$ cat src/hdl/tlbfr_pkg.sv
// shared types and constants of the fifo-replacement translation buffer
// no dependencies; imported by the interfaces, the cell, the top level and the checker
package tlbfr_pkg;

    localparam int OP_W        = 2;
    localparam int PAGE_W      = 8;
    localparam int FRAME_W     = 16;
    localparam int OCC_W       = 5;
    localparam int ENTRIES_DEF = 16;

    localparam logic [OP_W-1:0] OP_LOOKUP = 2'd0;
    localparam logic [OP_W-1:0] OP_ADD    = 2'd1;
    localparam logic [OP_W-1:0] OP_UPDATE = 2'd2;

    typedef struct packed {
        logic match_all;
        logic match_page;
        logic shift;
    } t_mode;

    typedef struct packed {
        logic                tok;
        logic                found;
        logic [FRAME_W-1:0]  frame;
    } t_link;

    typedef struct packed {
        logic [PAGE_W-1:0]   page;
        logic [FRAME_W-1:0]  frame;
    } t_pair;

endpackage

$ cat src/hdl/tlbfr_if.sv
// valid/ready channel interfaces for request and response transfers
// depends on tlbfr_pkg for the field widths
interface tlbfr_in_if import tlbfr_pkg::*; ();
    logic                valid;
    logic                ready;
    logic [OP_W-1:0]     operation;
    logic [PAGE_W-1:0]   page_number;
    logic [FRAME_W-1:0]  frame_number;

    modport source (output valid, output operation, output page_number, output frame_number,
                    input ready);
    modport sink   (input valid, input operation, input page_number, input frame_number,
                    output ready);
endinterface

interface tlbfr_out_if import tlbfr_pkg::*; ();
    logic                valid;
    logic                ready;
    logic                hit;
    logic [FRAME_W-1:0]  frame_out;
    logic [OCC_W-1:0]    occupancy;

    modport source (output valid, output hit, output frame_out, output occupancy,
                    input ready);
    modport sink   (input valid, input hit, input frame_out, input occupancy,
                    output ready);
endinterface

$ cat src/hdl/tlbfr_cell.sv
// one slot of the age-ordered entry chain: holds a page/frame pair,
// compares it as the search token passes and hands its pair to the older neighbor
// depends on tlbfr_pkg
module tlbfr_cell import tlbfr_pkg::*; #(
    parameter int IDX = 0,
    parameter int IW  = 4,
    parameter int CW  = 5
) (
    input  logic           i_clk,
    input  logic           i_rst_n,
    input  t_mode          i_mode,
    input  t_pair          i_new,
    input  logic [CW-1:0]  i_count,
    input  logic           i_wr,
    input  logic [IW-1:0]  i_wr_idx,
    input  t_link          i_link,
    output t_link          o_link,
    input  t_pair          i_nbr,
    input  logic           i_nbr_give,
    output t_pair          o_pair,
    output logic           o_give
);

    t_pair               r_pair;
    t_pair               n_pair;
    logic                r_tok;
    logic                r_found;
    logic                n_found;
    logic [FRAME_W-1:0]  r_frame;
    logic [FRAME_W-1:0]  n_frame;
    logic                valid;
    logic                match;

    assign valid  = CW'(IDX) < i_count;
    assign match  = valid && (i_mode.match_all ||
                              (i_mode.match_page && (r_pair.page == i_new.page)));
    assign o_give = i_link.tok && i_link.found && valid && i_mode.shift;

    always_comb begin
        n_found = i_link.found || match;
        n_frame = match ? r_pair.frame : i_link.frame;
        if (i_nbr_give) begin
            n_pair = i_nbr;
        end else if (i_wr && (i_wr_idx == IW'(IDX))) begin
            n_pair = i_new;
        end else begin
            n_pair = r_pair;
        end
    end

    always_ff @(posedge i_clk) begin
        if (!i_rst_n) begin
            r_tok <= 1'b0;
        end else begin
            r_tok <= i_link.tok;
        end
    end

    always_ff @(posedge i_clk) begin
        r_pair  <= n_pair;
        r_found <= n_found;
        r_frame <= n_frame;
    end

    assign o_pair       = r_pair;
    assign o_link.tok   = r_tok;
    assign o_link.found = r_found;
    assign o_link.frame = r_frame;

endmodule

$ cat src/hdl/tlb_fifo_replace_lookup_unit.sv
// channel   | dir | handshake     | payload
// i_in      | in  | valid / ready | operation, page_number, frame_number
// o_out     | out | valid / ready | hit, frame_out, occupancy
//
// one request at a time: an accept step, a sweep while the search token walks the
// cell chain, then a commit step; the next request is taken only after the commit
// a response waiting in the output register does not block the next request,
// but the commit waits until that register is free
// synchronous active-low reset clears the entry count and the control flops
// fully associative translation buffer with fifo replacement
// depends on tlbfr_pkg, tlbfr_if and tlbfr_cell
module tlb_fifo_replace_lookup_unit import tlbfr_pkg::*; #(
    parameter int ENTRIES = ENTRIES_DEF
) (
    input  logic            i_clk,
    input  logic            i_rst_n,
    tlbfr_in_if.sink        i_in,
    tlbfr_out_if.source     o_out
);

    localparam int IW = (ENTRIES > 1) ? $clog2(ENTRIES) : 1;
    localparam int CW = $clog2(ENTRIES + 1);

    localparam logic [1:0] S_IDLE   = 2'd0;
    localparam logic [1:0] S_SWEEP  = 2'd1;
    localparam logic [1:0] S_COMMIT = 2'd2;

    logic [1:0]          r_state;
    logic [1:0]          n_state;
    logic                r_start;
    logic [OP_W-1:0]     r_op;
    t_pair               r_new;
    t_mode               r_mode;
    t_mode               n_mode;
    logic [CW-1:0]       r_count;
    logic [CW-1:0]       n_count;
    logic                r_res_hit;
    logic [FRAME_W-1:0]  r_res_frame;
    logic                r_out_valid;
    logic                n_out_valid;
    logic                r_out_hit;
    logic [FRAME_W-1:0]  r_out_frame;
    logic [OCC_W-1:0]    r_out_occ;

    logic                accept;
    logic                commit;
    logic                full;
    logic                wr;
    logic [IW-1:0]       wr_idx;
    logic                res_hit;

    t_link               links [0:ENTRIES];
    t_pair               pairs [0:ENTRIES];
    logic                gives [0:ENTRIES];

    assign i_in.ready = (r_state == S_IDLE);
    assign accept     = i_in.valid && i_in.ready;
    assign commit     = (r_state == S_COMMIT) && (!r_out_valid || o_out.ready);
    assign full       = (r_count == CW'(ENTRIES));

    assign links[0].tok   = r_start;
    assign links[0].found = 1'b0;
    assign links[0].frame = '0;
    assign pairs[ENTRIES] = '0;
    assign gives[ENTRIES] = 1'b0;

    for (genvar g = 0; g < ENTRIES; g++) begin : g_cell
        tlbfr_cell #(
            .IDX (g),
            .IW  (IW),
            .CW  (CW)
        ) u_cell (
            .i_clk      (i_clk),
            .i_rst_n    (i_rst_n),
            .i_mode     (r_mode),
            .i_new      (r_new),
            .i_count    (r_count),
            .i_wr       (wr),
            .i_wr_idx   (wr_idx),
            .i_link     (links[g]),
            .o_link     (links[g+1]),
            .i_nbr      (pairs[g+1]),
            .i_nbr_give (gives[g+1]),
            .o_pair     (pairs[g]),
            .o_give     (gives[g])
        );
    end

    always_comb begin
        n_mode = '0;
        case (i_in.operation)
            OP_LOOKUP: begin
                n_mode.match_page = 1'b1;
            end
            OP_ADD: begin
                n_mode.match_all = full;
                n_mode.shift     = full;
            end
            OP_UPDATE: begin
                n_mode.match_page = 1'b1;
                n_mode.shift      = 1'b1;
            end
            default: begin
                n_mode = '0;
            end
        endcase
    end

    always_comb begin
        wr      = 1'b0;
        wr_idx  = IW'(r_count - CW'(1));
        n_count = r_count;
        res_hit = 1'b0;
        case (r_op)
            OP_LOOKUP: begin
                res_hit = r_res_hit;
            end
            OP_ADD: begin
                wr     = commit;
                wr_idx = full ? IW'(ENTRIES - 1) : IW'(r_count);
                if (commit && !full) begin
                    n_count = r_count + CW'(1);
                end
            end
            OP_UPDATE: begin
                wr      = commit && (r_count != '0);
                res_hit = r_res_hit;
            end
            default: begin
                wr = 1'b0;
            end
        endcase
    end

    always_comb begin
        n_state = r_state;
        case (r_state)
            S_IDLE: begin
                if (accept) begin
                    n_state = S_SWEEP;
                end
            end
            S_SWEEP: begin
                if (links[ENTRIES].tok) begin
                    n_state = S_COMMIT;
                end
            end
            S_COMMIT: begin
                if (commit) begin
                    n_state = S_IDLE;
                end
            end
            default: begin
                n_state = S_IDLE;
            end
        endcase
        if (commit) begin
            n_out_valid = 1'b1;
        end else if (o_out.ready) begin
            n_out_valid = 1'b0;
        end else begin
            n_out_valid = r_out_valid;
        end
    end

    always_ff @(posedge i_clk) begin
        if (!i_rst_n) begin
            r_state     <= S_IDLE;
            r_start     <= 1'b0;
            r_count     <= '0;
            r_out_valid <= 1'b0;
        end else begin
            r_state     <= n_state;
            r_start     <= accept;
            r_count     <= n_count;
            r_out_valid <= n_out_valid;
        end
    end

    always_ff @(posedge i_clk) begin
        if (!i_rst_n) begin
            r_mode <= '0;
        end else if (accept) begin
            r_mode <= n_mode;
        end
    end

    always_ff @(posedge i_clk) begin
        if (accept) begin
            r_op        <= i_in.operation;
            r_new.page  <= i_in.page_number;
            r_new.frame <= i_in.frame_number;
        end
        if ((r_state == S_SWEEP) && links[ENTRIES].tok) begin
            r_res_hit   <= links[ENTRIES].found;
            r_res_frame <= links[ENTRIES].frame;
        end
        if (commit) begin
            r_out_hit   <= res_hit;
            r_out_frame <= ((r_op == OP_LOOKUP) && r_res_hit) ? r_res_frame : '0;
            r_out_occ   <= OCC_W'(n_count);
        end
    end

    assign o_out.valid     = r_out_valid;
    assign o_out.hit       = r_out_hit;
    assign o_out.frame_out = r_out_frame;
    assign o_out.occupancy = r_out_occ;

endmodule

$ cat src/flat_wrapper.sv
// flat-port wrapper written by rule: the top's interface ports become plain ports
module tlb_fifo_replace_lookup_unit_flat import tlbfr_pkg::*;
#(
    parameter int ENTRIES = ENTRIES_DEF
)
  (i_clk, i_rst_n, i_in_valid, i_in_operation, i_in_page_number, i_in_frame_number, i_in_ready, o_out_valid, o_out_hit, o_out_frame_out, o_out_occupancy, o_out_ready);
  tlbfr_in_if i_in_i ();
  tlbfr_out_if o_out_i ();
  input  logic i_clk;
  input  logic i_rst_n;
  input wire logic [$bits(i_in_i.valid)-1:0] i_in_valid;
  input wire logic [$bits(i_in_i.operation)-1:0] i_in_operation;
  input wire logic [$bits(i_in_i.page_number)-1:0] i_in_page_number;
  input wire logic [$bits(i_in_i.frame_number)-1:0] i_in_frame_number;
  output wire logic [$bits(i_in_i.ready)-1:0] i_in_ready;
  output wire logic [$bits(o_out_i.valid)-1:0] o_out_valid;
  output wire logic [$bits(o_out_i.hit)-1:0] o_out_hit;
  output wire logic [$bits(o_out_i.frame_out)-1:0] o_out_frame_out;
  output wire logic [$bits(o_out_i.occupancy)-1:0] o_out_occupancy;
  input wire logic [$bits(o_out_i.ready)-1:0] o_out_ready;
  assign i_in_i.valid = i_in_valid;
  assign i_in_i.operation = i_in_operation;
  assign i_in_i.page_number = i_in_page_number;
  assign i_in_i.frame_number = i_in_frame_number;
  assign i_in_ready = i_in_i.ready;
  assign o_out_valid = o_out_i.valid;
  assign o_out_hit = o_out_i.hit;
  assign o_out_frame_out = o_out_i.frame_out;
  assign o_out_occupancy = o_out_i.occupancy;
  assign o_out_i.ready = o_out_ready;
  tlb_fifo_replace_lookup_unit #(.ENTRIES(ENTRIES)) u_core (.i_clk(i_clk), .i_rst_n(i_rst_n), .i_in(i_in_i), .o_out(o_out_i));
endmodule
$ cat config.mk
export PLATFORM = sky130hd
export DESIGN_NAME = tlb_fifo_replace_lookup_unit_flat
export DESIGN_NICKNAME = d
export VERILOG_FILES = /design/src/hdl/tlbfr_pkg.sv /design/src/hdl/tlbfr_if.sv /design/src/hdl/tlbfr_cell.sv /design/src/hdl/tlb_fifo_replace_lookup_unit.sv /design/src/flat_wrapper.sv
export SDC_FILE = /design/constraint.sdc
export NUM_CORES = 1
export LEC_CHECK = 0
export BUFFER_PORTS_ARGS = -buffer_cell sky130_fd_sc_hd__buf_4
export CELL_PAD_IN_SITES_DETAIL_PLACEMENT = 1
export CELL_PAD_IN_SITES_GLOBAL_PLACEMENT = 1
export CORE_UTILIZATION = 54
export DETAILED_ROUTE_END_ITERATION = 7
export PLACE_DENSITY = 0.78
export SLEW_MARGIN = 40
export SYNTH_ARGS = -nofsm -noshare
export SYNTH_HDL_FRONTEND = slang
export SYNTH_SLANG_ARGS = --single-unit
export TNS_END_PERCENT = 50
$ cat constraint.sdc
create_clock -name i_clk -period 4.5 [get_ports i_clk]
set_input_delay 0.45 -clock i_clk [delete_from_list [all_inputs] [get_ports i_clk]]
set_output_delay 0.45 -clock i_clk [all_outputs]
set_load 0.03 [all_outputs]
==> results by stage, run 1 <==
Critical path:
- STA classifies the critical path startpoint as a flop.
- The worst register-to-register path begins at u_core.r_count[1].
- In this run the worst setup path begins at u_core.r_count[1].
- By startpoint and endpoint, the worst setup path is classified as flop to flop.
- The worst setup path is captured at a flop.
- The worst endpoint data arrival time is between 3 and 4 ns.
- The required time at the endpoint of the critical path is slightly below 5 ns.
- The setup slack of the most critical reg-to-reg path is roughly 1.3 ns.
- The largest driver fanout on the critical path is 24.

Synthesis:
- The synthesized design contains approximately 450 enable-type register cells.
- The synthesized netlist contains slightly above 60 unique library cells.
- After synthesis, the cell types taking the most area are edfxtp_1 (44%), dfxtp_1 (20%), mux2_2 (17%).
- During synthesis, Yosys emitted a total of 0 warnings.
- The synthesized area per cell is roughly 16 µm².
- Of the total synthesized cell area, the portion taken by full adders, half adders and majority gates is less than 1%.
- By area, the combinational part of the netlist is dominated by multiplexers.
- The leading area contributor after synthesis is edfxtp_1.
- The xor/xnor cell area share of the yosys netlist is 3.82%.
- The post-synth net total is 1921.
- The commonest cells after synthesis are mux2_2 (470), edfxtp_1 (449), dfxtp_1 (300).
- The register bit count reported by yosys is roughly 750.
- Summing the areas of all compound-gate instances in the mapped netlist gives 1.55% of the synthesized area.
- The synthesized area is just over 30000 µm².
- The library cell with the highest instance count after synthesis is mux2_2.
- The most used flip-flop cell after synthesis is edfxtp_1.
- The instance count of the mapped netlist is around 1900.
- The synthesized netlist devotes under 10% of its cell area to simple gates.
- Summing the sequential cell areas from Yosys gives about 64% of the chip area.
- The synthesized design devotes to its leading area cell type between 40 and 50% of total area.
- The share of synthesized registers carrying an async set or reset is 0%.
- The proportion of synthesized area in mux cells is approximately a quarter.

Power and ir drop:
- The sequential share of power is around half.
- For this design the total switching power over the nets is about 0.0029 W.
- The share of total power dissipated in combinational logic is 2.7%.
- Power spread over the standard cell area amounts to between 400 and 500 nW/µm².
- Across the VDD grid, the largest voltage drop is about 320 µV.
- The internal power is between 0.01 and 0.015 W.
- The clock network fraction of total power is 46.1%.
- The static leakage is ~12 nW.
- In this run switching power makes up 20.4% of total power.

Floorplanning:
- Row generation in the floorplan step produced 86 rows.
- In this run the count of I/O pins placed on the die edge is 54.
- The total die area is between 50000 and 60000 µm².
- After floorplanning, the core was sized to cover around 55000 µm².
- The height of the die is between 200 and 250 µm.
- The width of the chip is about 240 µm.
- For this configuration, the core starts out at a cell density of a little under three fifths.

Clocking:
- For this design, the sink count on the clock tree is 749.
- The number of CTS-inserted buffers is slightly below 80.
- In this run the deepest clock path goes through 3 buffers.
- The later pin in the worst-skew pair is clocked with a latency of between 0.6 and 0.7 ns.
- Clock-pin slew was measured on the worst setup and hold paths at 0.06 ns.
- Buffers added to address setup during post-CTS repair amount to 0.
- The clock tree from TritonCTS is yes.
- The number of gates resized after CTS was 0.
- The depth of the CTS H-tree is 3.
- The root buffer selected by CTS is clkbuf_16.

Drt:
- The first detailed-routing pass ran for 5 iterations.
- After detailed routing, the average wire length per cell comes to roughly 26 µm.
- The detailed-route wire length is approximately 72 mm.
- For this run, design rule violations remaining after detail routing come to 0.
- The detail route stage leaves a number of antenna-violating nets equal to 0.
- In this run, the number of DRC markers left after iteration 0 of detailed routing was ~1100.
- Summing over every cut layer, the via total after detailed routing is 15800.
- The mean number of vias per cell is 5.66.

Global routing:
- The total global-route track usage is around a quarter.
- The number of global-route vias before repair is ~17000.
- The initial antenna violation count is 0.
- The wire length of the first global-routing pass is 109 mm.
- The pin count of the biggest net entering global routing is 29.
- The global-route congestion overflow total is 0.

Placed design:
- After legalization and detailed placement, the total HPWL measured approximately 46 mm.
- Buffers placed on the I/O ports in this run total between 50 and 60.
- The pre-CTS worst setup slack is 1.36 ns.
- The final RePlAce weighted congestion is 0.825.

Min path:
- The startpoint identified for the worst hold timing path is i_in_frame_number[11].
- The path class of the tightest hold or removal check is input pin to flop.

Final layout:
- The share of final-layout standard cells stronger than drive strength 1 is 42.7%.
- Relative to the synthesized area, the layout overhead comes to 13.4%.
- In the final design database the tool counted between 2000 and 2500 nets.
- The repair_antennas step left the layout with diodes totalling 0.

Status:
- The flow ran to the end, and the final reports show no timing, DRC or antenna violations.

Timing:
- The relative max-transition margin is between 40% and 50%.
- Setup repair after global routing left no endpoint under its margin.
- The maximum frequency from static timing analysis is 313 MHz.
- The number of failing hold endpoints at the final stage came to 0.
- On the final layout, the worst clock skew is roughly 0.026 ns.
- The ratio of final minimum period to clock period is between 70% and 80%.
- The final sum of negative setup slack is 0 ns.
- Setup slack on the critical path of the routed design comes to 1.30 ns.
- The number of endpoints failing setup at the final stage is 0.
- The final max-slew violation count was 0.
- The slew at the pin closest to its max-slew limit is between 0.8 and 0.9 ns.
- Subtracting the final worst setup slack from the clock period gives 3.20 ns.

Run:
- The number of max-cap violations is 0.
## cells in the final DEF, fill, tap and decap left out, types with 9 or more instances in the layout
cell type	instances
edfxtp_1	449
nor2_1	15
mux2_2	470
buf_4	97
xnor2_1	33
and2_1	37
xor2_1	100
dfxtp_1	299
a41oi_1	10
nor2_2	9
dlygate4sd3_1	22
ha_1	9
clkbuf_8	14
nor2_4	14
and3_1	18
mux2_1	41
nand2_1	12
nor3_1	22
clkbuf_16	82
mux2_4	90
buf_6	10
clkinv_2	10
nand3_1	18
clkbuf_1	19
or2_2	14
## worst max-delay path, cell delays in order (launching register included)
cell      delay (ns)
dfxtp_1         0.53
inv_1           0.21
ha_1            0.25
or4b_2          0.62
nand2_1         0.13
nor2_1          0.05
o211ai_1        0.63
o22ai_2         0.18
buf_4           0.29
## final cells by class
type	count	area [µm²]
clock buffer	115	2320
clock inverter	30	329
fill	4832	20800
inverter	10	37.5
multi-input combinational	1008	10300
sequential	749	19500
tap	748	936
timing repair buffer	136	1190
## registers in the layout, summed over array words and instances, names as in the netlist
name and count:
u_core.r_count 5, u_core.r_res_hit 1, u_core.g_cell.u_cell.r_tok 16, u_core.g_cell.u_cell.o_pair 384
u_core.r_new 24, u_core.g_cell.u_cell.r_frame 256, u_core.r_mode 3, u_core.o_out.occupancy 5
u_core.r_op 2, u_core.r_start 1, u_core.o_out.frame_out 16, u_core.g_cell.u_cell.r_found 16
u_core.o_out.valid 1, u_core.o_out.hit 1, u_core.r_state 2, u_core.r_res_frame 16
## per-layer routing
layer / vias up / global-route usage (%) / wire length, µm
li1: 7165 / - / -
met1: 8232 / 33.7 / 31700
met2: 343 / 43.1 / 35700
met3: 99 / 3.78 / 2830
met4: 0 / 7.75 / 1840
met5: - / 0 / 0
## timing repair
action | in CTS | in global routing
endpoints found under the hold margin | 22 | 0
endpoints found under the setup margin | 0 | 0
hold buffers | 22 | 0
## metrics by stage
step           instance area, µm²  hold WS [ns]  total power (W)  util, %  instances
3_5_place_dp                31600         0.390          0.00783     57.1       2621
4_1_cts                     34500       0.00273           0.0144     62.3       2788
2_1_floorplan               30500         0.386          0.00771        -       1882
3_3_place_gp                31500         0.386          0.00781     56.8       2611
5_1_grt                     34600        0.0116           0.0147     62.5       2796
6_report                    34600        0.0336           0.0143     62.5       2796
## final timing paths
path	depth (start not counted)	end
min	1	u_core.r_new[11]
max	8	u_core.g_cell[5].u_cell.o_pair[4]
max reg2reg	8	u_core.g_cell[5].u_cell.o_pair[4]
min reg2reg	0	u_core.r_res_frame[14]
## logic make-up after synthesis
family | count (synthesis)
DFF | 749
muxes | 601
AOI/OAI and AO/OA | 60
and+or+nand+nor | 205
adders and majority gates | 9
xor gates and xnor gates | 133
buffers and inverters | 125
## power groups by stage
stage | combinational, W | clock, W | sequential, W
2_1_floorplan | 0.000283 | 0 | 0.00743
3_3_place_gp | 0.000313 | 0 | 0.00750
3_5_place_dp | 0.000339 | 0 | 0.00749
4_1_cts | 0.000364 | 0.00673 | 0.00735
5_1_grt | 0.000414 | 0.00698 | 0.00733
6_report | 0.000386 | 0.00661 | 0.00733
No activity file was read; power rests on OpenSTA's default activity.
==> inputs of run 2 (changes only) <==
CORE_UTILIZATION = 49   (was 54)
PLACE_DENSITY = 0.75   (was 0.78)
clock period = 2.73 ns   (was 4.5 ns; I/O delays follow)
==> run 2 against run 1 <==
Against the previous run:
- power up 61%
- largest power group unchanged
- flip-flop and latch count unchanged
- worst hold slack better by 0.012 ns
- clock power up 57%
- critical endpoint is now u_core.g_cell[7].u_cell.o_pair[11]
==> results by stage, run 2 (same netlist as run 1, synthesis figures left out) <==
Timing:
- The clock arrives with 0.0226 ns of skew.
- The final sum of negative setup slack is 0 ns.
- Subtracting the final worst setup slack from the clock period gives 2.57 ns.
- The number of endpoints failing setup at the final stage is 0.
- For the pin with the worst max-slew slack, the measured transition is about 0.8 ns.
- The final max-slew violation count is 0.
- Headroom to the max-slew limit came out at between 40% and 50%.
- Dividing the final minimum period by the clock period gives between 90 and 100%.
- The number of failing hold endpoints at the final stage was 0.
- The maximum frequency from static timing analysis is 390 MHz.
- Setup repair after global routing left no endpoint under its margin.

Clocking:
- The number of clock sinks seen by CTS is approximately 750.
- In this run the number of H-tree levels came out at 3.
- TritonCTS built the clock tree.
- Buffers inserted during clock tree synthesis total 77.
- The root buffer selected by CTS is clkbuf_16.
- The total of cells resized after clock tree synthesis is 0.
- The worst-skew pair later-pin latency is ~0.63 ns.
- After clock tree synthesis, the clock-pin slew on the worst setup and hold paths is 0.06 ns.
- The clock passes through at most 3 buffers.

Min path:
- The path class of the tightest hold or removal check is input pin to flop.

Final layout:
- The flip-flop count of the largest register after layout is roughly 380.
- The finished cells cover between 30000 and 40000 µm².
- The area of all sequential standard cells is between 15000 and 20000 µm².
- The finished layout holds approximately 3000 standard cells, fillers aside.
- The share of the core filled with cells is 57.0%.
- 0 antenna diodes ended up in the layout.
- For this run, the post-layout net count is between 2000 and 2500.
- In the final layout, the share of cells above drive strength 1 is a little over two fifths.
- The number of fill cells is between 5000 and 6000.
- The library cells used most frequently in the layout, excluding fill and tap cells, are mux2_2 (470), edfxtp_1 (449), dfxtp_1 (299).
- Leaving out fill and tap cells, the most frequent cell in the layout is mux2_2.
- The area taken by multi-input logic gates is approximately 10000 µm².
- The synthesis-to-finish area growth is 15.1%.

Drt:
- The total number of vias is about 16000.
- The residual DRC count is 0.
- The average detailed-routed wire length per instance is 24.4 µm.
- Using the TritonRoute via totals, the vias-per-cell ratio works out to 5.47.
- The detailed-route wire length is roughly 71 mm.
- The initial detailed-routing violation count is approximately 1000.
- The first detailed-routing pass ran for 5 iterations.
- The number of routed nets with antenna violations is 0.

Global routing:
- The pin count of the biggest net entering global routing is 33.
- In the global route stage, overall resource usage came out at between 20% and 30%.
- The global-route congestion overflow total is 0.
- The initial antenna violation count is 0.
- The first global-routing pass estimated about 110 mm of wire.
- The number of global-route vias before repair is roughly 18000.

Floorplanning:
- Once the floorplan was initialized, standard cells occupied between 40% and 50% of the core.
- The die covers 63300 µm².
- The floorplan core area is 61600 µm².
- The floorplan step set the die width to around 250 µm.
- The number of cell rows is between 90 and 100.
- The height of the die is approximately 250 µm.
- The number of top-level design ports is 54.

Power and ir drop:
- The power density over the cells is ~660 nW/µm².
- In this run the static leakage power is between 10 and 15 nW.
- The overall power consumption is 0.0231 W.
- VDD sags by at most approximately 440 µV.

Critical path:
- The worst endpoint data arrival time is roughly 2.9 ns.
- The required time at the endpoint of the critical path is 3.07 ns.
- The worst setup path is of the flop to flop kind.
- STA classifies the critical path startpoint as a flop.
- STA classifies the critical path endpoint as a flop.
- In this run the worst path has a maximum fanout of 24.

Placed design:
- The congestion estimate from routability-driven global placement came to between 0.8 and 0.9.
- Once detailed placement completed, the half-perimeter wirelength came to 46.4 mm.
- The cell area reported after detailed placement is 32300 µm².
- Once placement completed, the tool counted placed cells totaling 2755.
- The count of buffers inserted at the top-level ports is 53.

Run:
- The number of max-cap violations is 0.

Status:
- The run finished with clean final reports.
run 2: worst paths after layout:
kind / start / end / slack (ns) / depth (start not counted)
setup / recovery: u_core.r_count[1] / u_core.g_cell[7].u_cell.o_pair[11] / 0.16 / 9
hold / removal: i_rst_n / u_core.r_state[1] / 0.05 / 2
setup reg to reg: u_core.r_count[1] / u_core.g_cell[7].u_cell.o_pair[11] / 0.16 / 9
hold reg to reg: u_core.g_cell[15].u_cell.r_frame[7] / u_core.r_res_frame[7] / 0.40 / 0
run 2: what timing repair did:
action                                 CTS  global route
hold buffers                            27             0
buffers inserted                         0             0
endpoints found under the hold margin   28             0
run 2: power breakdown:
part,switching (W),internal [W],leakage [nW]
registers,0.0000551,0.0120,6.43
clock network,0.00444,0.00592,1.21
logic,0.000352,0.000365,4.95
total,0.00484,0.0183,12.6
run 2: layout make-up:
type / count / share of cell area, %
Clock buffer: 120 / 6.41
Clock inverter: 22 / 0.642
Inverter: 10 / 0.107
Multi-Input combinational cell: 1008 / 29.3
Sequential cell: 749 / 55.5
Tap cell: 837 / 2.98
Timing Repair Buffer: 183 / 5.00
run 2: metal layers:
| layer | wire length (µm) | part of all wire (%) | GRT usage (%) | up-vias |
|---|---|---|---|---|
| met1 | 33300 | 47 | 31.8 | 8334 |
| li1 | - | - | - | 7238 |
| met2 | 34000 | 48 | 37.3 | 329 |
| met5 | 0 | 0 | 0 | - |
| met4 | 1640 | 2.3 | 7.07 | 0 |
| met3 | 2440 | 3.4 | 3.04 | 117 |
run 2: metrics by stage:
step	hold slack (ns)	worst slack (ns)
6_report	0.0460	0.165
4_1_cts	0.0116	0.160
2_1_floorplan	0.372	-0.367
3_5_place_dp	0.390	0.193
5_1_grt	0.0456	0.0486
3_3_place_gp	0.389	-0.121
run 2: worst max-delay path: stages, from the launching register on:
cell and delay (ns):
dfxtp_1 0.31, inv_1 0.07, ha_1 0.18, or4b_2 0.61
nand2_1 0.13, nor3_1 0.06, o221ai_1 0.35, buf_4 0.24
o21ai_2 0.07, buf_4 0.25
